## config.mk

```make
export PLATFORM = sky130hd
export DESIGN_NAME = cvb_front
export DESIGN_NICKNAME = d
export VERILOG_FILES = /design/src/hdl/cvb_pkg.sv /design/src/hdl/cvb_front.sv
export SDC_FILE = /design/constraint.sdc
export NUM_CORES = 1
export LEC_CHECK = 0
export BUFFER_PORTS_ARGS = -buffer_cell sky130_fd_sc_hd__buf_2
export CAP_MARGIN = 25
export CORE_MARGIN = 4
export CORE_UTILIZATION = 45
export CTS_CLUSTER_DIAMETER = 80
export DETAILED_ROUTE_END_ITERATION = 8
export PLACE_DENSITY = 0.74
export REMOVE_ABC_BUFFERS = 1
export SLEW_MARGIN = 20
export SYNTH_ARGS = -nofsm -noshare
export SYNTH_HDL_FRONTEND = slang
export SYNTH_SLANG_ARGS = --single-unit
```

## constraint.sdc

```tcl
create_clock -name aclk -period 7.4 [get_ports aclk]
set_input_delay 1.11 -clock aclk [delete_from_list [all_inputs] [get_ports aclk]]
set_output_delay 1.11 -clock aclk [all_outputs]
set_load 0.02 [all_outputs]
```

## src/hdl/cvb_pkg.sv

```systemverilog
// Types and constants shared by the convolution, bias and ReLU block.
package cvb_pkg;

    // Kernel geometry and stored line count.
    localparam int KERNEL_SIZE = 5;
    localparam int TAPS        = KERNEL_SIZE * KERNEL_SIZE;
    localparam int LINES       = KERNEL_SIZE - 1;

    // Field widths.
    localparam int DATA_BITS   = 16;
    localparam int SLOT_W      = 5;
    localparam int FEAT_W      = 15;
    localparam int COORD_W     = 8;
    localparam int CFG_DIM_W   = 9;
    localparam int CFG_IDX_W   = 2;
    localparam int CFG_DATA_W  = 16;
    localparam int S_TDATA_W   = 24;
    localparam int M_TDATA_W   = 32;

    // Row count limit and arithmetic widths.
    localparam int ROW_LIMIT   = 256;
    localparam int WEIGHT_FRAC = 12;
    localparam int PROD_W      = 2 * DATA_BITS;
    localparam int ROW_SUM_W   = PROD_W + 3;
    localparam int ACC_W       = PROD_W + 5;

    // Configuration register indexes.
    localparam logic [CFG_IDX_W-1:0] CFG_IMAGE_WIDTH  = 2'd0;
    localparam logic [CFG_IDX_W-1:0] CFG_IMAGE_HEIGHT = 2'd1;
    localparam logic [CFG_IDX_W-1:0] CFG_BIAS_VALUE   = 2'd2;

    // Reset values of the configuration registers.
    localparam logic [CFG_DIM_W-1:0] IMAGE_DIM_RESET = 9'd32;

    // What an input beat carries.
    typedef enum logic {
        FUNC_LOAD  = 1'b0,
        FUNC_PIXEL = 1'b1
    } func_t;

    // Position and frame marker of one result.
    typedef struct packed {
        logic [COORD_W-1:0] out_row;
        logic [COORD_W-1:0] out_col;
        logic               last;
    } meta_t;

    // Command passed from the front end to the datapath.
    typedef struct packed {
        func_t                        kind;
        logic [SLOT_W-1:0]            slot;
        logic signed [DATA_BITS-1:0]  sample;
        logic                         emit;
        meta_t                        meta;
    } cmd_t;

endpackage

```

## src/hdl/cvb_front.sv

```systemverilog
// Front end: accepts input beats, tracks the raster position and builds commands.
module cvb_front #(
    parameter int MAX_WIDTH = 256
) (
    input  logic                          aclk,
    input  logic                          aresetn,
    input  logic                          s_tvalid,
    output logic                          s_tready,
    input  logic [cvb_pkg::S_TDATA_W-1:0] s_tdata,
    input  logic                          s_tuser,
    input  logic [cvb_pkg::CFG_DIM_W-1:0] image_width,
    input  logic [cvb_pkg::CFG_DIM_W-1:0] image_height,
    input  logic                          queue_full,
    input  logic                          clearing,
    output logic                          push,
    output cvb_pkg::cmd_t                 push_cmd,
    output logic [$clog2(MAX_WIDTH)-1:0]  push_col
);

    import cvb_pkg::*;

    localparam int CW = $clog2(MAX_WIDTH);
    localparam int EW = (CW + 1 > CFG_DIM_W) ? CW + 1 : CFG_DIM_W;

    logic [CW-1:0]        column_reg;
    logic [CW-1:0]        column_next;
    logic [COORD_W-1:0]   row_reg;
    logic [COORD_W-1:0]   row_next;
    logic                 accept;
    func_t                func;
    logic [SLOT_W-1:0]    slot;
    logic [EW-1:0]        width_ext;
    logic [EW-1:0]        width_lim;
    logic [CFG_DIM_W-1:0] height_lim;
    logic [EW-1:0]        col_ext;
    logic [EW-1:0]        col_inc;
    logic [CFG_DIM_W-1:0] row_ext;
    logic [CFG_DIM_W-1:0] row_inc;
    logic                 is_pixel;

    assign s_tready = !queue_full && !clearing;
    assign accept   = s_tvalid && s_tready;
    assign func     = func_t'(s_tuser);
    assign slot     = s_tdata[SLOT_W-1:0];
    assign is_pixel = (func == FUNC_PIXEL);

    // Clamp the frame size to what the line stores and row counter hold.
    always_comb begin
        width_ext = EW'(image_width);
        if (width_ext < EW'(KERNEL_SIZE)) begin
            width_lim = EW'(KERNEL_SIZE);
        end else if (width_ext > EW'(MAX_WIDTH)) begin
            width_lim = EW'(MAX_WIDTH);
        end else begin
            width_lim = width_ext;
        end
        if (image_height < CFG_DIM_W'(KERNEL_SIZE)) begin
            height_lim = CFG_DIM_W'(KERNEL_SIZE);
        end else if (image_height > CFG_DIM_W'(ROW_LIMIT)) begin
            height_lim = CFG_DIM_W'(ROW_LIMIT);
        end else begin
            height_lim = image_height;
        end
    end

    // Command for the datapath and the position of the next pixel.
    always_comb begin
        col_ext = EW'(column_reg);
        col_inc = col_ext + 1'b1;
        row_ext = CFG_DIM_W'(row_reg);
        row_inc = row_ext + 1'b1;

        push_cmd.kind          = func;
        push_cmd.slot          = slot;
        push_cmd.sample        = s_tdata[SLOT_W +: DATA_BITS];
        push_cmd.emit          = (row_ext >= CFG_DIM_W'(KERNEL_SIZE - 1)) &&
                                 (col_ext >= EW'(KERNEL_SIZE - 1));
        push_cmd.meta.out_row  = row_reg - COORD_W'(KERNEL_SIZE - 1);
        push_cmd.meta.out_col  = COORD_W'(col_ext - EW'(KERNEL_SIZE - 1));
        push_cmd.meta.last     = (row_ext == height_lim - 1'b1) &&
                                 (col_ext == width_lim - 1'b1);
        push_col               = column_reg;

        // Weight loads to a slot outside the kernel are dropped here.
        push = accept && (is_pixel || (slot < SLOT_W'(TAPS)));

        column_next = column_reg;
        row_next    = row_reg;
        if (accept && is_pixel) begin
            if (col_inc >= width_lim) begin
                column_next = '0;
                row_next    = (row_inc >= height_lim) ? '0 : COORD_W'(row_inc);
            end else begin
                column_next = CW'(col_inc);
            end
        end
    end

    // Raster position counters.
    always_ff @(posedge aclk) begin
        if (!aresetn) begin
            column_reg <= '0;
            row_reg    <= '0;
        end else begin
            column_reg <= column_next;
            row_reg    <= row_next;
        end
    end

endmodule

```

* Word-level counts from Yosys, hierarchy flattened
Cells that the tools add are included. W data, S select, Z words.
Cells by class: $add $sub $neg 6, div/mod/pow operators 0, reduce and logical (&&, ||, !) cells 10, bitwise gates (word level) 0, muxes and demuxes 6, magnitude comparators 9, multipliers 0, equality and inequality tests 2, shift-type cells 0
Operators with widths (number):
- $mux W9 | 4
- $add A8 B1 Y9 const B | 2
- $eq A8 B9 Y1 | 2
- $ge A9 B9 Y1 | 2
- $gt A9 B9 Y1 const B | 2
- $lt A9 B3 Y1 const B | 2
- $sub A9 B1 Y9 const B | 2
- $ge A8 B3 Y1 const B | 2
- $mux W8 | 2
- $sub A8 B3 Y8 const B | 2
- $logic_and A1 B1 Y1 | 6
- $lt A5 B5 Y1 const B | 1
- $logic_not A1 Y1 | 2
- $reduce_and A2 Y1 | 1
- $logic_or A1 B1 Y1 | 1
Storage, ports and cells: word-level logic and storage cells 35, memory bits (read-only) 0, bits in registers 16, memories 0, latch bits 0, RAM bits 0

* Depth between registers and ports, before layout
Gate-level depths: netlist (run 1).
depth after elaboration 6, gate-level depth with buffers 14

* Worst setup path after synthesis (run 1)
No wires, ideal clock.
path kind input port to output port, start input image_height[5] in the netlist's numbering, end output push_cmd[0] in the netlist's numbering, path slack 2470 ps, path buffers 3, data required time 6290 ps, arrival 3820 ps, stages on the path 10, cells stage by stage buf_6 or4_4 buf_6 o311ai_0 ha_1 dlymetal6s2s_1 a31oi_1 or4_1 nor3_1 and4_1
RTL lines:
- from (decl) | RTL line cvb_front.sv:12 | input logic [cvb_pkg::CFG_DIM_W-1:0] image_height,
- to (decl) | RTL line cvb_front.sv:16 | output cvb_pkg::cmd_t push_cmd,

==> impl_metrics.ini, run 1 <==
[clock_tree]
cts_setup_buffers = 0
clock_latency_ps = 260
htree_num_levels = 1
cts_resized = 0
root_buffer = clkbuf_8
holdBufCountCts = 0
cts_sinks = 16
clk_path_buf_depth = 2
cts_tree = built
numCtsBuffers = 3
path_clk_slew_ps = 60

[finish]
postLayoutCellArea_mm2 = 0.00269
area_growth_pct = 5.44
antenna_cells = 0
layout-drive-gt1-share_pct = 21.0
final_nets = 437

[outcome]
outcome = complete, no violations

[detailed_routing]
wl_mm = 6.31
drtIter0Drc = 86
vias = 2395
drcViolationCount = 0
drtAntennaViolNets = 0
dr.pass1.iters = 4
vias_per_cell = 5.58
wl_per_cell_um = 14.7

[worst_setup_path]
max_stage_delay_ps = 600
path_cells = buf_2 > or4_4 > o311ai_0 > ha_1 > a31oi_1 > or4_1 > nor3_1 > and4_1 > buf_2
path_delay_family = simple AND/OR/NAND/NOR gates
required_ps = 6290
crit_path_end_kind = output pin
path_class = in2out
arrival_ps = 4140
crit_path_start_kind = input port
crit_slowest_cell = or4_4
cpMostUsedCell = buf_2
crit_fanout = 11
path_buf_inv = 2

[synthesis]
synth_compound_area_share_pct = 20.8
synthAdderAreaFrac_pct = 15.2
syn-cell-area_mm2 = 0.00255
netlist.area_leader.share_pct = 15.2
ys_ff_latch = 16
synthMuxAreaShare_pct = 0
synth-edff-count = 0
synth_xor_area_share_pct = 13.0
ys_types = 58
synth_top_family_by_area = simple AND/OR/NAND/NOR gates
post-synth-top-area-cell = ha_1
ys.flop_type = dfxtp_1
yosysSeqAreaShare_pct = 12.6
ys_async_sr_fraction_pct = 0
synth_area_leaders = ha_1, dfxtp_1, xnor2_1
syn_avg_cell_area_um2 = 7.59
yosysWarnings = 0
syn_inst = 336
synthSimpleGateAreaFrac_pct = 22.4

[timing]
hold_viol = 0
worst_pin_slew_ps = 683
fmaxAchievable_mhz = 191
final_max_slew_viol_count = 0
min_period_ps = 5250
final.setup.tns_ps = 0
fin_crit_sh_pct = 70.9
relSlewSlack_pct = 54.1
fin_skew_ps = 2.24
rsz0062_at_grt = false
setup_viol = 0

[global_route]
grt_overflow = 0
grt_pass1_vias = 2269
track_usage_pct = 17.9
grt_pass1_wl_mm = 10.6
grt_max_degree = 13
antenna_found_initial = 0

[pwr]
p_per_area_mw_per_mm2 = 85.7
finalPower_uw = 230
max-vdd-ir-drop_mv = 0.0412
p_leak_nw = 1.20

[floorplanning]
initial_core_util_pct = 46.3
rows = 27
dieArea_mm2 = 0.00694
coreArea_mm2 = 0.00551
die_h_um = 83.3
ios = 98
die_w_um = 83.3

[hold_path]
hp-class = reg2reg

[place]
routabilityCongestion = 0.911
hpwl_mm = 5.15
io_buffers = 62
postPlaceCellArea_mm2 = 0.00263

[run]
drv_cap = 0
final timing paths:
path,from,end,slack (ps),depth (start not counted)
max,image_height[4],push_cmd[0],2150,9
min,row_reg[0],row_reg[0],610,2
max reg2reg,row_reg[0],row_reg[4],4330,9
min reg2reg,row_reg[0],row_reg[0],610,2
cells in the final DEF (no fill, tap or decap), drive strengths merged, types with 2 or more instances in the layout:
cell / count
o21ai: 8
inv: 21
ha: 31
clkbuf: 4
or3: 3
and3: 4
a21oi: 12
or2: 2
xnor2: 24
a211oi: 6
nand3: 10
nand2: 24
nor2: 28
a211o: 2
nor3: 14
a221oi: 3
o211ai: 4
and2: 2
buf: 62
nand2b: 4
a311oi: 2
a31oi: 3
nor4: 5
a32o: 8
nor3b: 3
o21bai: 3
o31a: 3
xor2: 14
clkinv: 2
nand4: 4
or4: 4
nor2b: 2
a22oi: 3
o2111ai: 2
dfxtp: 16
metrics by stage:
stage	hold WS [ps]	worst slack (ps)	std cells	util, %
after floorplan	550	2720	291	-
after global placement	585	2210	425	47.7
after detailed placement	599	2200	425	47.7
after CTS	610	2200	429	48.7
after global routing	666	1960	429	48.9
final	607	2150	429	48.9
routing by layer:
| metal | global-route usage [%] | part of all wire [%] | vias up |
|---|---|---|---|
| met5 | 0 | 0 | - |
| met4 | 5.65 | 1.2 | 0 |
| met3 | 5.65 | 9.6 | 5 |
| met2 | 28.3 | 45 | 98 |
| met1 | 23.0 | 44 | 1069 |
| li1 | - | - | 1223 |
worst min-delay path: cells and delay by family, from the launching register on:
kind                   cells  cell delay (ps)
AO/OA/AOI/OAI              1               80
flip-flops                 1              380
buffers and inverters      1              100
synthesized netlist by cell type, types with 8 or more instances:
cell type  instances
ha_1              31
a21oi_1           12
nand2_1           24
dfxtp_1           16
o21ai_0            8
nor2_1            28
clkbuf_1          10
a32o_1             8
inv_1             21
buf_4             27
xnor2_1           24
nor3_1            13
nand3_1           10
xor2_1            14
kinds of logic (layout without fill, tap and decap cells):
family,after synthesis,after routing
flip-flops,16,16
adder cells (fa/ha/maj),31,31
AO/OA/AOI/OAI,71,71
XOR/XNOR,38,38
AND/OR/NAND/NOR,112,112
buffers and inverters,68,89
where the power goes:
part	internal, mW	switching [mW]
registers	0.0864	0.000499
clock network	0.0473	0.0319
logic	0.0255	0.0388
layout make-up:
class / count / area [µm²]
tap: 72 / 90.1
fill: 555 / 2820
inverter: 23 / 86.3
multi-input combinational: 252 / 1830
timing repair buffer: 62 / 310
clock buffer: 4 / 55.1
sequential: 16 / 320
No activity file was read; power rests on OpenSTA's default activity.
==> run 2: changes to the inputs <==
--- a/config.mk
+++ b/config.mk
@@ -5,13 +5,14 @@
 export SDC_FILE = /design/constraint.sdc
 export NUM_CORES = 1
 export LEC_CHECK = 0
+export ABC_AREA = 1
 export BUFFER_PORTS_ARGS = -buffer_cell sky130_fd_sc_hd__buf_2
 export CAP_MARGIN = 25
 export CORE_MARGIN = 4
 export CORE_UTILIZATION = 45
 export CTS_CLUSTER_DIAMETER = 80
 export DETAILED_ROUTE_END_ITERATION = 8
-export PLACE_DENSITY = 0.74
+export PLACE_DENSITY = 0.77
 export REMOVE_ABC_BUFFERS = 1
 export SLEW_MARGIN = 20
 export SYNTH_ARGS = -nofsm -noshare
==> constraint.sdc (replaced) <==
create_clock -name aclk -period 4.7 [get_ports aclk]
set_input_delay 0.705 -clock aclk [delete_from_list [all_inputs] [get_ports aclk]]
set_output_delay 0.705 -clock aclk [all_outputs]
set_load 0.02 [all_outputs]
==> run 2 against run 1 <==
Register-to-register slack got worse by 2700 ps; power rose by 66%; sequential share of layout area fell by 0.38 points; critical path depth rose by 7; worst setup slack got worse by 840 ps; sequential power rose by 58%; clock-buffer cell count did not move; core utilization rose by 1.6 points; non-clock buffer count did not move; synthesized cell count rose by 23%; highest routed layer unchanged.
==> impl_metrics.ini, run 2 <==
[synthesis]
synth.most_common_cell = nand2_1
synth-edff-count = 0
synth_area_leaders = ha_1, nand2_1, dfxtp_1
yosys-top-cells-count = nand2_1, inv_1, nor2_1
yosysWarnings = 0
ys_async_sr_fraction_pct = 0
syn_inst = 414
syn_avg_cell_area_um2 = 6.17
post-synth-top-area-cell = ha_1
ys.flop_type = dfxtp_1
ys_types = 32
netlist.area_leader.share_pct = 15.2
yosysSeqAreaShare_pct = 12.5
ys_ff_latch = 16
syn-cell-area_mm2 = 0.00255

[clock_tree]
path_clk_slew_ps = 60
cts_sinks = 16
numCtsBuffers = 3
clk_path_buf_depth = 2
root_buffer = clkbuf_8
cts_resized = 0
clock_latency_ps = 250
holdBufCountCts = 0
cts_setup_buffers = 0
cts_tree = built
htree_num_levels = 1

[floorplanning]
rows = 27
coreArea_mm2 = 0.00551
initial_core_util_pct = 46.4
dieArea_mm2 = 0.00694
die_h_um = 83.3
ios = 98
die_w_um = 83.3

[finish]
final_cell_mix = nand2_1, buf_2, inv_1
antenna_cells = 0
final_cell_count_no_fill = 518
layout_commonest_cell = nand2_1
layout-drive-gt1-share_pct = 16.8
area_growth_pct = 8.87
postLayoutCellArea_mm2 = 0.00278
fill_cells = 579
final_nets = 526

[timing]
setup_viol = 0
relSlewSlack_pct = 50.6
layout_setup_ws_ps = 1320
rsz0062_at_grt = false
final_max_slew_viol_count = 0
final.setup.tns_ps = 0
min_period_ps = 3380
fin_skew_ps = 2.36
fin_crit_sh_pct = 72.0
fmaxAchievable_mhz = 296
hold_viol = 0
worst_pin_slew_ps = 739

[pwr]
pwr-share-seq_pct = 35.7
p_comb_share_pct = 31.7
p_leak_nw = 1.46
switching_share_pct = 33.4
finalPower_uw = 383
p_per_area_mw_per_mm2 = 138
max-vdd-ir-drop_mv = 0.0984
clock_power_share_pct = 32.6
power.switching_uw = 128
power.internal_uw = 255

[detailed_routing]
drtIter0Drc = 99
vias = 2675
drcViolationCount = 0
wl_per_cell_um = 13.2
dr.pass1.iters = 4
vias_per_cell = 5.16
wl_mm = 6.86
drtAntennaViolNets = 0

[worst_setup_path]
arrival_ps = 2680
crit_path_start_kind = input port
required_ps = 3990
reg2regPathDepth = 13
r2r_slack_ps = 1640
path_class = in2out
r2r_start = push_col[2]
crit_fanout = 6
rr_endpoint = row_reg[5]
crit_path_end_kind = output pin

[place]
postPlaceCellArea_mm2 = 0.00272
routabilityCongestion = 0.892
hpwl_mm = 5.61
pre_cts_slack_ps = 1270
dp_cells = 514
io_buffers = 62

[global_route]
grt_max_degree = 13
track_usage_pct = 19.6
antenna_found_initial = 0
grt_pass1_wl_mm = 11.7
grt_pass1_vias = 2705
grt_overflow = 0

[hold_path]
hp-class = reg2reg
hold_depth = 2
hold-path-endpoint = push_col[6]
hp-start = push_col[6]

[outcome]
outcome = complete, no violations

[run]
drv_cap = 0
run 2: changes by cell type after synthesis, sizes merged, moves of 8 or more:
cell,delta
a21oi,+10
a32o,-8
inv,+33
nand2,+77
nand3,+25
nor2,+12
xnor2,-22
xor2,+10
run 2: cells by family (layout without fill, tap and decap cells):
| kind of cell | after synthesis | after routing | share of synthesized area (%) |
|---|---|---|---|
| compound gates | 51 | 51 | 11.6 |
| xor+xnor | 27 | 27 | 9.95 |
| fa+ha+maj | 31 | 31 | 15.2 |
| buf+inv | 89 | 121 | 17.1 |
| flops | 16 | 16 | 12.5 |
| simple gates | 200 | 200 | 33.6 |
run 2: power groups by stage:
stage	clock network, mW	logic (mW)	registers (mW)
final	0.125	0.121	0.137
after global routing	0.136	0.138	0.137
after CTS	0.128	0.121	0.137
after detailed placement	0	0.120	0.140
after global placement	0	0.117	0.140
after floorplan	0	0.0757	0.140
run 2: per-layer routing:
| metal | up-vias | part of all wire (%) | global-route usage [%] |
|---|---|---|---|
| met3 | 6 | 6.5 | 6.45 |
| li1 | 1389 | - | - |
| met4 | 0 | 0.60 | 4.61 |
| met1 | 1197 | 45 | 22.8 |
| met5 | - | 0 | 3.03 |
| met2 | 83 | 48 | 34.4 |
run 2: cell type report:
type | count | area (µm²) | area share (%)
multi-input combinational | 309 | 1800 | 64.7
sequential | 16 | 320 | 11.5
tap | 72 | 90.1 | 3.24
clock buffer | 4 | 55.1 | 1.98
timing repair buffer | 62 | 310 | 11.2
inverter | 55 | 206 | 7.43
run 2: stage by stage:
stage	hold WS [ps]	utilization (%)
after floorplan	571	-
after global placement	554	49.5
after detailed placement	563	49.5
after CTS	574	50.5
after global routing	620	50.5
final	574	50.5
run 2: worst max-delay path by stage:
stage / depth (start not counted) / to / start / slack (ps)
2_1_floorplan: 14 / push_cmd[0] / image_height[3] / 1600
3_3_place_gp: 16 / push_cmd[0] / image_height[5] / 1280
3_5_place_dp: 16 / push_cmd[0] / image_height[4] / 1270
4_1_cts: 16 / push_cmd[0] / image_height[4] / 1260
5_1_grt: 16 / push_cmd[0] / image_height[5] / 930
6_report: 16 / push_cmd[0] / image_height[4] / 1320
run 2: critical path, stage by stage:
cell and delay [ps]:
buf_2 140, inv_1 60, nand2_1 50, nor2_1 80
nand3_1 190, nand2_1 190, inv_1 90, ha_1 300
nand2_1 70, o21ai_0 70, a211oi_1 220, nand4_1 120
nor2_1 90, nand3_1 70, nor2_1 90, buf_2 170
