[config.mk]
export PLATFORM = sky130hd
export DESIGN_NAME = cvb_queue
export DESIGN_NICKNAME = d
export VERILOG_FILES = /design/src/hdl/cvb_queue.sv
export SDC_FILE = /design/constraint.sdc
export NUM_CORES = 1
export LEC_CHECK = 0
export BUFFER_PORTS_ARGS = -buffer_cell sky130_fd_sc_hd__buf_2
export CAP_MARGIN = 30
export CORE_MARGIN = 10
export CORE_UTILIZATION = 59
export DETAILED_ROUTE_END_ITERATION = 6
export GPL_TIMING_DRIVEN = 1
export PLACE_DENSITY = 0.81
export SYNTH_ARGS = -nofsm -noshare
export SYNTH_HDL_FRONTEND = slang
export SYNTH_SLANG_ARGS = --single-unit
[constraint.sdc]
create_clock -name aclk -period 3.75 [get_ports aclk]
set_input_delay 0.1875 -clock aclk [delete_from_list [all_inputs] [get_ports aclk]]
set_output_delay 0.1875 -clock aclk [all_outputs]
set_load 0.02 [all_outputs]
[src/hdl/cvb_queue.sv]
// Short first-in first-out queue between the front end and the datapath.
module cvb_queue #(
    parameter int DATA_W = 8,
    parameter int DEPTH  = 4
) (
    input  logic              aclk,
    input  logic              aresetn,
    input  logic              push,
    input  logic [DATA_W-1:0] push_data,
    output logic              full,
    input  logic              pop,
    output logic              empty,
    output logic [DATA_W-1:0] head_data
);

    localparam int PW    = (DEPTH > 1) ? $clog2(DEPTH) : 1;
    localparam int CNT_W = $clog2(DEPTH + 1);

    logic [DATA_W-1:0] entry_reg [DEPTH];
    logic [PW-1:0]     wr_ptr_reg;
    logic [PW-1:0]     rd_ptr_reg;
    logic [CNT_W-1:0]  count_reg;
    logic              do_push;
    logic              do_pop;

    assign full      = (count_reg == CNT_W'(DEPTH));
    assign empty     = (count_reg == '0);
    assign do_push   = push && !full;
    assign do_pop    = pop && !empty;
    assign head_data = entry_reg[rd_ptr_reg];

    // Storage of the queued beats.
    always_ff @(posedge aclk) begin
        if (do_push) begin
            entry_reg[wr_ptr_reg] <= push_data;
        end
    end

    // Pointers and fill count.
    always_ff @(posedge aclk) begin
        if (!aresetn) begin
            wr_ptr_reg <= '0;
            rd_ptr_reg <= '0;
            count_reg  <= '0;
        end else begin
            if (do_push) begin
                wr_ptr_reg <= (wr_ptr_reg == PW'(DEPTH - 1)) ? '0 : wr_ptr_reg + 1'b1;
            end
            if (do_pop) begin
                rd_ptr_reg <= (rd_ptr_reg == PW'(DEPTH - 1)) ? '0 : rd_ptr_reg + 1'b1;
            end
            if (do_push && !do_pop) begin
                count_reg <= count_reg + 1'b1;
            end else if (do_pop && !do_push) begin
                count_reg <= count_reg - 1'b1;
            end
        end
    end

endmodule

## Word-level counts from Yosys, hierarchy flattened

Memories as Yosys holds them, arrays and structs flattened. A register that Yosys moved wholly into a read port is not among the register bits.
Index checks and enable logic that the tools add are counted.
W data, S select, Z words.

| storage, ports and cells | value |
|---|---|
| bits in registers | 7 |
| RAM bits | 32 |
| output and inout bits | 10 |
| memories | 1 |

Memory list:

| name | depth | width | rd ports | clocked after memory_dff | write ports | line | RTL |
|---|---|---|---|---|---|---|---|
| entry_reg | 4 | 8 | 1 | 1 | 1 | 19 | `logic [DATA_W-1:0] entry_reg [DEPTH];` |

| cells by class | value |
|---|---|
| add/subtract/negate cells | 4 |
| equal/unequal tests | 3 |
| multiplexer cells | 8 |
| reductions and logical operators | 10 |

Operators with widths:

| kind | number |
|---|---|
| $mux W2 | 4 |
| $mux W3 | 2 |
| $add A2 B1 Y2 const B | 2 |
| $eq A2 B2 Y1 const B | 2 |
| $logic_and A1 B1 Y1 | 4 |
| $logic_not A1 Y1 | 4 |
| $add A3 B1 Y3 const B | 1 |
| $eq A3 B3 Y1 const B | 1 |
| $logic_not A3 Y1 | 1 |
| $sub A3 B1 Y3 const B | 1 |
| $mux W1 | 2 |
| $reduce_bool A2 Y1 | 1 |

## Logic depth before layout (Yosys ltp)

Gate-level depths: netlist of run 1.

| logic depth | value |
|---|---|
| depth in word-level cells | 7 |
| gate-level depth with buffers | 9 |
| gate-level depth less buffers | 8 |

## Least setup slack after synthesis of run 1

Ideal clock, no wire load.

| timing | value |
|---|---|
| kind | register to register |
| start point | register count_reg[0] |
| end point | register count_reg[2] |
| arrival | 2.017 ns |
| slack | 1.657 ns |
| cell stages (with the launch flop) | 8 |
| period minus slack after synthesis | 2.093 ns |
| path through | dfxtp_1 > o31ai_1 > ha_1 > inv_1 > fa_1 > xor2_1 > or3_1 > a21boi_0 |

| between the ends | value |
|---|---|
| longest elaborated chain between the ends | 6 |
| elaborated cells between the ends (all ways) | 15 |

RTL lines:

| element | line | RTL |
|---|---|---|
| from (decl) | 22 | `logic [CNT_W-1:0] count_reg;` |
| from (signal assigned) | 53 | `count_reg <= count_reg + 1'b1;` |
| from (signal assigned) | 55 | `count_reg <= count_reg - 1'b1;` |
| parallel branches: the longest is 6 deep, another holds $sub A3 B1 Y3 | -- |  |

Parallel ways; which one is timed is not known. The select of a mux whose other input is x is not followed.
A chain may end at the register's enable or synchronous reset.

## Worst setup path after layout of run 1

Same ends and word-level chain as after synthesis.

==> results.cfg, run 1 <==
[cells_and_area]
stdcell_area_sq_mm = 0.00183
area_growth_pct = 12.4
final_common_cell = edfxtp_1
finish.utilization_pct = 67.6
finalNetCount = 136
drive_above_1_share_pct = 31.4
antenna_cells = 0
largest_reg_flops = 32
final_cell_mix = 32 x edfxtp_1, 21 x buf_2, 9 x dfxtp_1

[worst_setup_path]
crit_type = reg2reg
worstPathRequired_ns = 4.02
crit_arrival_ns = 2.64
rr_worst_depth = 8
crit_path_end_kind = flip-flop
reg2reg_slack_ns = 1.38
startpoint_type = flip-flop
cp_max_fo = 7

[sta]
final_max_slew_viol_count = 0
setup_viol = 0
finalHoldViolations = 0
rsz0062_at_grt = no
fin_crit_sh_pct = 63.2
fmax_mhz = 422
tns_ns = 0
max-slew-margin-rel_pct = 63.7
period_needed_ns = 2.37
finClkSkew_ns = 0.0108
tightestPinTransition_ns = 0.544

[pwr]
irDropWorstVdd_v = 0.000455
power_mw = 1.22
seqPwrFrac_pct = 50.6
p_per_area_mw_per_mm2 = 667
p_leak_nw = 0.674
clkPwrFrac_pct = 22.6
pwr-share-comb_pct = 26.8
power_switching_mw = 0.371
swShare_pct = 30.3
internal_power_mw = 0.852

[floorplan]
fp-row-count = 19
initial_core_util_pct = 60.2
io_pins = 22
die_x_um = 72.6
core_area_sq_mm = 0.00271
die_area_sq_mm = 0.00527
die_y_um = 72.6

[placed_design]
dp_hpwl_um = 1900
io_buffers = 21
placed_cell_area_sq_mm = 0.00176
place_congestion = 0.711

[synth]
synthXorXnorAreaFrac_pct = 1.07
synth_area_sq_mm = 0.00163
synth.net_count = 112
synth_top_family_by_area = multiplexers
yosys.area.top_type_share_pct = 58.9
synth_top_area_cell = edfxtp_1
syn_avg_cell_area_sq_um = 17.5
synth_cells = 93
yosysSeqAreaShare_pct = 70.0
synth.distinct_cells = 23
synth_compound_area_share_pct = 1.84
ys_ff_latch = 41
synth_area_leaders = edfxtp_1 59%, dfxtp_1 11%, mux4_2 11%
yosysWarnings = 0
muxShareOfSynthArea_pct = 12.9
synthAdderAreaFrac_pct = 5.83
synth-simple-area-share_pct = 6.60

[flow_run]
cap_violations = 0

[routing]
dr.pass1.iters = 4
num_vias = 828
wl_per_cell_um = 17.5
routed_wl_um = 2610
viasPerCell = 5.56
antenna_left = 0
route.detailed.drc = 0
drt_iter0_markers = 80

[hold_path]
whs_path_depth = 1
min_path_type = in2reg

[clock_network]
cts.root.buffer_cell = clkbuf_4
htree_levels = 2
cts_tree = built
clkSinkCount = 41
cts_resized = 0
clk_path_buf_depth = 2
post-cts-setup-buffer-count = 0
path_clk_slew_ns = 0.13
cts_hold_buffers = 0
cts_made_buffers = 5
clk-insertion-delay-late_ns = 0.34

[global_route]
grt_use_total_pct = 10.4
grt_pass1_vias = 893
grt_pass1_wl_um = 4180
grt_max_degree = 14
overflow = 0
antenna_found_initial = 0

[outcome]
status = finished, final reports clean
-- logic make-up (layout without fill, tap and decap cells) --
| kind of cell | after synthesis | after routing |
|---|---|---|
| buf+inv | 7 | 32 |
| simple gates | 20 | 20 |
| fa+ha+maj | 7 | 7 |
| xor+xnor | 2 | 2 |
| mux | 11 | 11 |
| flops | 41 | 41 |
| compound gates | 5 | 5 |
-- per-layer routing --
metal	part of all wire, %	routed length, um	global-route usage [%]
met4	0.27	7	3.80
met3	7.3	190	5.99
met2	52	1360	16.6
met1	40	1050	11.3
met5	0	0	0
-- Yosys cell counts (all sizes together) --
master	number
edfxtp	32
dfxtp	9
mux4	8
ha	6
nand2	6
and2	5
buf	3
inv	3
mux2i	3
o21ai	3
nand3	2
nor2	2
nor2b	2
a21boi	1
clkbuf	1
fa	1
nor3	1
nor3b	1
o31ai	1
or3	1
xnor2	1
xor2	1
-- critical path, stage by stage, from the launching register on --
cell and delay [ns]:
dfxtp_1 0.46, nor3b_2 0.08, nor2b_1 0.43, ha_1 0.28, inv_1 0.06, fa_1 0.37
xor2_1 0.16, or3_1 0.31, a21boi_0 0.15
-- metrics by stage --
stage          hold WS (ns)  std cells  setup WS [ns]
3_5_place_dp          0.407        141           1.36
5_1_grt              0.0231        149           1.21
6_report             0.0519        149           1.38
2_1_floorplan         0.286         93           1.66
4_1_cts              0.0431        149           1.35
3_3_place_gp          0.399        141           1.54
-- worst paths after layout --
check / from / to
max reg2reg: count_reg[0]$_SDFFE_PN0P_ / count_reg[2]$_SDFFE_PN0P_
min reg2reg: wr_ptr_reg[1]$_SDFFE_PN0P_ / wr_ptr_reg[1]$_SDFFE_PN0P_
min: push_data[4] / entry_reg[1][4]$_DFFE_PP_
max: count_reg[0]$_SDFFE_PN0P_ / count_reg[2]$_SDFFE_PN0P_
-- final cells by class --
class                   instances  area, sq um
multi-input cells              45          460
repair buffers                 21          105
fillers                       192          877
inverters                       3         11.3
clock inverters                 2         35.0
well taps                      31         38.8
flip-flops and latches         41         1140
clock buffers                   6         41.3
-- power groups by stage --
stage,Combinational [mW],Clock (mW),Sequential (mW)
final,0.328,0.276,0.619
after global routing,0.363,0.301,0.632
after CTS,0.335,0.280,0.622
after detailed placement,0.334,0,0.633
after global placement,0.325,0,0.627
after floorplan,0.269,0,0.596
Power figures use the tool's default switching activity.
==> run 2: changes to the inputs <==
Settings changed: CORE_UTILIZATION 59 to 50, PLACE_DENSITY 0.81 to 0.74.
Clock period 3.75 ns to 2.1 ns, I/O delays scaled along.
==> run 2 against run 1 <==
  * Cell count increased by 17%
  * Critical path depth shrank 1
  * Sequential share of layout area decreased by 4.9 points
  * Clock power up 120%
  * Largest cell class unchanged
  * Highest routed layer unchanged
==> results.cfg, run 2 (same netlist as run 1, synthesis figures left out) <==
[cells_and_area]
largest_reg_flops = 32
final_common_cell = edfxtp_1
drive_above_1_share_pct = 35.4
finalNetCount = 148
area_growth_pct = 22.4
final_cell_mix = 32 x edfxtp_1, 21 x buf_2, 8 x mux4_2, 8 x dlygate4sd3_1, 7 x dfxtp_1
layout.cells.non_filler = 174
antenna_cells = 0
finish.utilization_pct = 64.8

[sta]
finalHoldViolations = 0
period_needed_ns = 2.01
finClkSkew_ns = 0.00451
setup_viol = 0
fmax_mhz = 498
max-slew-margin-rel_pct = 62.3
final_max_slew_viol_count = 0
tns_ns = 0
fin_crit_sh_pct = 95.7
tightestPinTransition_ns = 0.565
fin_hold_ws_ns = 0.0961

[worst_setup_path]
startpoint_type = flip-flop
crit_path_end_kind = flip-flop
crit_type = reg2reg
cp_max_fo = 4
worstPathRequired_ns = 2.37
crit_arrival_ns = 2.28

[clock_network]
path_clk_slew_ns = 0.12
htree_levels = 2
clkSinkCount = 41
clk_path_buf_depth = 2
cts_tree = built
cts_made_buffers = 5
clk-insertion-delay-late_ns = 0.34
cts.root.buffer_cell = clkbuf_4

[placed_design]
io_buffers = 21
dp_hpwl_um = 1830
place_congestion = 0.673
dp.cells = 157

[routing]
route.detailed.drc = 0
drt_iter0_markers = 21
antenna_left = 0
viasPerCell = 5.10
num_vias = 887
wl_per_cell_um = 16.5
routed_wl_um = 2880
dr.pass1.iters = 4

[global_route]
grt_pass1_vias = 932
grt_use_total_pct = 9.76
grt_max_degree = 14
grt_pass1_wl_um = 4440
antenna_found_initial = 0
overflow = 0

[pwr]
p_leak_nw = 0.739
irDropWorstVdd_v = 0.000504
p_per_area_mw_per_mm2 = 1190
power_mw = 2.38

[hold_path]
min_path_type = in2reg

[floorplan]
die_area_sq_mm = 0.00594
io_pins = 22
die_y_um = 77.1
fp-row-count = 20
core_area_sq_mm = 0.00308
initial_core_util_pct = 53.0
die_x_um = 77.1

[flow_run]
cap_violations = 0

[outcome]
status = finished, final reports clean
==> run 2: cell count changes in the layout (fill, tap and decap cells not counted), moves of 2 or more <==
cell,change
buf_4,+4
dfxtp_1,-2
dfxtp_2,+2
dlygate4sd3_1,+8
==> run 2: cell type report <==
type	count	area, sq um
Clock inverter	3	65.1
Multi-Input combinational cell	45	468
Inverter	3	11.3
Clock buffer	5	37.5
Fill cell	233	1080
Tap cell	44	55.1
Timing Repair Buffer	33	215
Sequential cell	41	1140
==> run 2: layer usage <==
layer	global-route usage (%)	part of all wire, %
met5	0	0
met1	9.82	40
met3	4.08	4.7
met2	17.5	54
met4	3.83	1.6
==> run 2: what timing repair did <==
action | CTS | global route
buffers inserted | 0 | 1
hold endpoints to repair | 32 | 0
resized for setup | 1 | 3
gates cloned | 0 | 0
hold buffers | 8 | 0
pin swaps | 0 | 2
setup endpoints to repair | 1 | 1
==> run 2: final timing paths <==
check	from	slack [ns]	depth (start not counted)	to
worst max register to register	count_reg[0]$_SDFFE_PN0P_	0.09	7	count_reg[2]$_SDFFE_PN0P_
worst min register to register	wr_ptr_reg[1]$_SDFFE_PN0P_	0.53	2	wr_ptr_reg[1]$_SDFFE_PN0P_
worst max-delay path	count_reg[0]$_SDFFE_PN0P_	0.09	7	count_reg[2]$_SDFFE_PN0P_
worst min-delay path	aresetn	0.1	3	wr_ptr_reg[0]$_SDFFE_PN0P_
==> run 2: worst max-delay path, cell delays in order, from the launching register on <==
cell and delay [ns]:
dfxtp_1 0.38, o31ai_2 0.29, ha_2 0.23, inv_1 0.05, fa_1 0.37, xor2_1 0.16, or3_1 0.30, a21boi_0 0.16
==> run 2: power breakdown <==
part	leakage, nW	switching [mW]	internal [mW]	total [mW]
clock network	0.0552	0.248	0.368	0.617
registers	0.368	0.111	1.00	1.11
logic	0.316	0.332	0.318	0.649
==> run 2: metrics by stage <==
| stage | setup WS [ns] | area, sq um |
|---|---|---|
| 6_report | 0.0913 | 2000 |
| 5_1_grt | -0.0130 | 2000 |
| 4_1_cts | 0.0541 | 1980 |
| 3_5_place_dp | 0.00177 | 1800 |
| 3_3_place_gp | 0.137 | 1800 |
| 2_1_floorplan | 0.00705 | 1630 |
==> run 3: changes to the inputs <==
==> constraint.sdc (replaced) <==
create_clock -name aclk -period 2.1 [get_ports aclk]
set_input_delay 0.42 -clock aclk [delete_from_list [all_inputs] [get_ports aclk]]
set_output_delay 0.42 -clock aclk [all_outputs]
set_load 0.02 [all_outputs]
==> run 3 against run 2 <==
  * Global-route usage grew 0.058 points
  * Worst setup slack improved by 0.025 ns
  * Largest cell class unchanged
  * Clock power decreased by 39%
  * Register-to-register slack improved by 0.02 ns
  * Sequential power about the same
  * Critical path depth up 1
  * Critical path type unchanged
  * Via count down 3.8%
  * Die area is the same
  * Largest power group unchanged
  * Cell area decreased by 5.1%
  * First-iteration DRC count rose to 3.2 times the previous value
==> results.cfg, run 3 (same netlist as run 1, synthesis figures left out) <==
[outcome]
status = finished, final reports clean

[global_route]
grt_pass1_vias = 894
grt_use_total_pct = 9.82
grt_max_degree = 14
overflow = 0
grt_pass1_wl_um = 4480
antenna_found_initial = 0

[floorplan]
die_area_sq_mm = 0.00594
die_x_um = 77.1
fp-row-count = 20
io_pins = 22
core_area_sq_mm = 0.00308
initial_core_util_pct = 53.0
die_y_um = 77.1

[worst_setup_path]
cp_slowest_cell = dfxtp_4
reg2reg_slack_ns = 0.12
crit_path_end_kind = flip-flop
cp_max_fo = 5
crit_path_cell_trace = nor3b_2 > nor2b_1 > ha_2 > inv_1 > fa_2 > xor2_1 > or3_1 > a21boi_1
critical_path.max_stage_delay_ns = 0.38
startpoint_type = flip-flop
crit_type = reg2reg
worstPathRequired_ns = 2.39
crit_arrival_ns = 2.27

[flow_run]
cap_violations = 0

[clock_network]
cts_hold_buffers = 0
path_clk_slew_ns = 0.12
cts_made_buffers = 5
cts_tree = built
cts.root.buffer_cell = clkbuf_4
clk_path_buf_depth = 2
clkSinkCount = 41
clk-insertion-delay-late_ns = 0.35
htree_levels = 2

[sta]
finClkSkew_ns = 0.0138
max-slew-margin-rel_pct = 68.4
rsz0062_at_grt = no
fin_crit_sh_pct = 94.5
final_max_slew_viol_count = 0
tightestPinTransition_ns = 0.474
setup_viol = 0
finalHoldViolations = 0
period_needed_ns = 1.98
fin_hold_ws_ns = 0.269
fmax_mhz = 504

[cells_and_area]
area_growth_pct = 16.2
drive_above_1_share_pct = 40.7
antenna_cells = 0
final_common_cell = edfxtp_1
stdcell_area_sq_mm = 0.00189
layout.cells.non_filler = 167
n_fill_cell = 238
largest_reg_flops = 32
final_cell_mix = 32 x edfxtp_1, 21 x buf_2, 8 x mux4_2
finalNetCount = 141

[pwr]
irDropWorstVdd_v = 0.000596
swShare_pct = 32.4
p_leak_nw = 0.688
power_mw = 2.16
pwr-share-comb_pct = 30.5
clkPwrFrac_pct = 17.4
seqPwrFrac_pct = 52.1
power_switching_mw = 0.700
p_per_area_mw_per_mm2 = 1140
internal_power_mw = 1.46

[routing]
routed_wl_um = 2860
antenna_left = 0
wl_per_cell_um = 17.1
dr.pass1.iters = 4
num_vias = 853
drt_iter0_markers = 68
route.detailed.drc = 0
viasPerCell = 5.11

[placed_design]
place_congestion = 0.671
placed_cell_area_sq_mm = 0.00180
io_buffers = 21
dp.cells = 158
dp_hpwl_um = 2010

[hold_path]
min_path_type = in2reg
-- run 3: changes by cell type in the layout (fill, tap and decap cells not counted), moves of 2 or more --
cell           delta
dfxtp_1           -2
dlygate4sd3_1     -8
dfxtp_4           +2
bufinv_16         -2
-- run 3: area by class of cell --
class	instances	area, sq um	share of cell area (%)
well taps	44	55.1	2.91
clock buffers	5	37.5	1.98
multi-input cells	45	479	25.3
flip-flops and latches	41	1150	60.8
repair buffers	26	143	7.53
inverters	3	11.3	0.594
clock inverters	3	17.5	0.925
-- run 3: repair_timing --
| item | 4_1_cts | 5_1_grt |
|---|---|---|
| resized for setup | 2 | 9 |
| buffers inserted | 0 | 2 |
| pin swaps | 0 | 0 |
| endpoints found under the setup margin | 6 | 6 |
-- run 3: final timing paths --
check | startpoint | cells past startpoint | end
worst max-delay path | count_reg[2]$_SDFFE_PN0P_ | 8 | count_reg[2]$_SDFFE_PN0P_
worst min-delay path | push_data[2] | 1 | entry_reg[0][2]$_DFFE_PP_
worst max register to register | count_reg[2]$_SDFFE_PN0P_ | 8 | count_reg[2]$_SDFFE_PN0P_
worst min register to register | wr_ptr_reg[0]$_SDFFE_PN0P_ | 2 | wr_ptr_reg[0]$_SDFFE_PN0P_
-- run 3: per-stage QoR --
step                setup slack [ns]  util (%)  setup TNS [ns]
finish                         0.116      61.5               0
CTS                          0.00772      60.6               0
global route                  0.0325      61.5               0
floorplan                    0.00705         -               0
global placement               0.137      58.6               0
detailed placement           -0.0271      58.6         -0.0271
-- run 3: metal layers --
metal  GRT usage, %  share of wire [%]
met1           10.3                 39
met2           17.0                 55
met3           3.96                4.6
met4           4.20                1.5
met5              0                  0
-- run 3: worst max-delay path, delay by kind of cell (launching register included) --
family                   cells  cell delay [ns]
XOR/XNOR                     1             0.15
AO/OA/AOI/OAI                1             0.13
AND/OR/NAND/NOR              3             0.65
adder cells (fa/ha/maj)      2             0.55
flip-flops                   1             0.38
buffers and inverters        1             0.06
-- run 3: power groups by stage --
stage | Clock (mW) | Sequential [mW] | Combinational [mW]
after floorplan | 0 | 1.06 | 0.481
after global placement | 0 | 1.09 | 0.638
after detailed placement | 0 | 1.10 | 0.670
after CTS | 0.388 | 1.09 | 0.678
after global routing | 0.423 | 1.15 | 0.722
final | 0.376 | 1.12 | 0.659
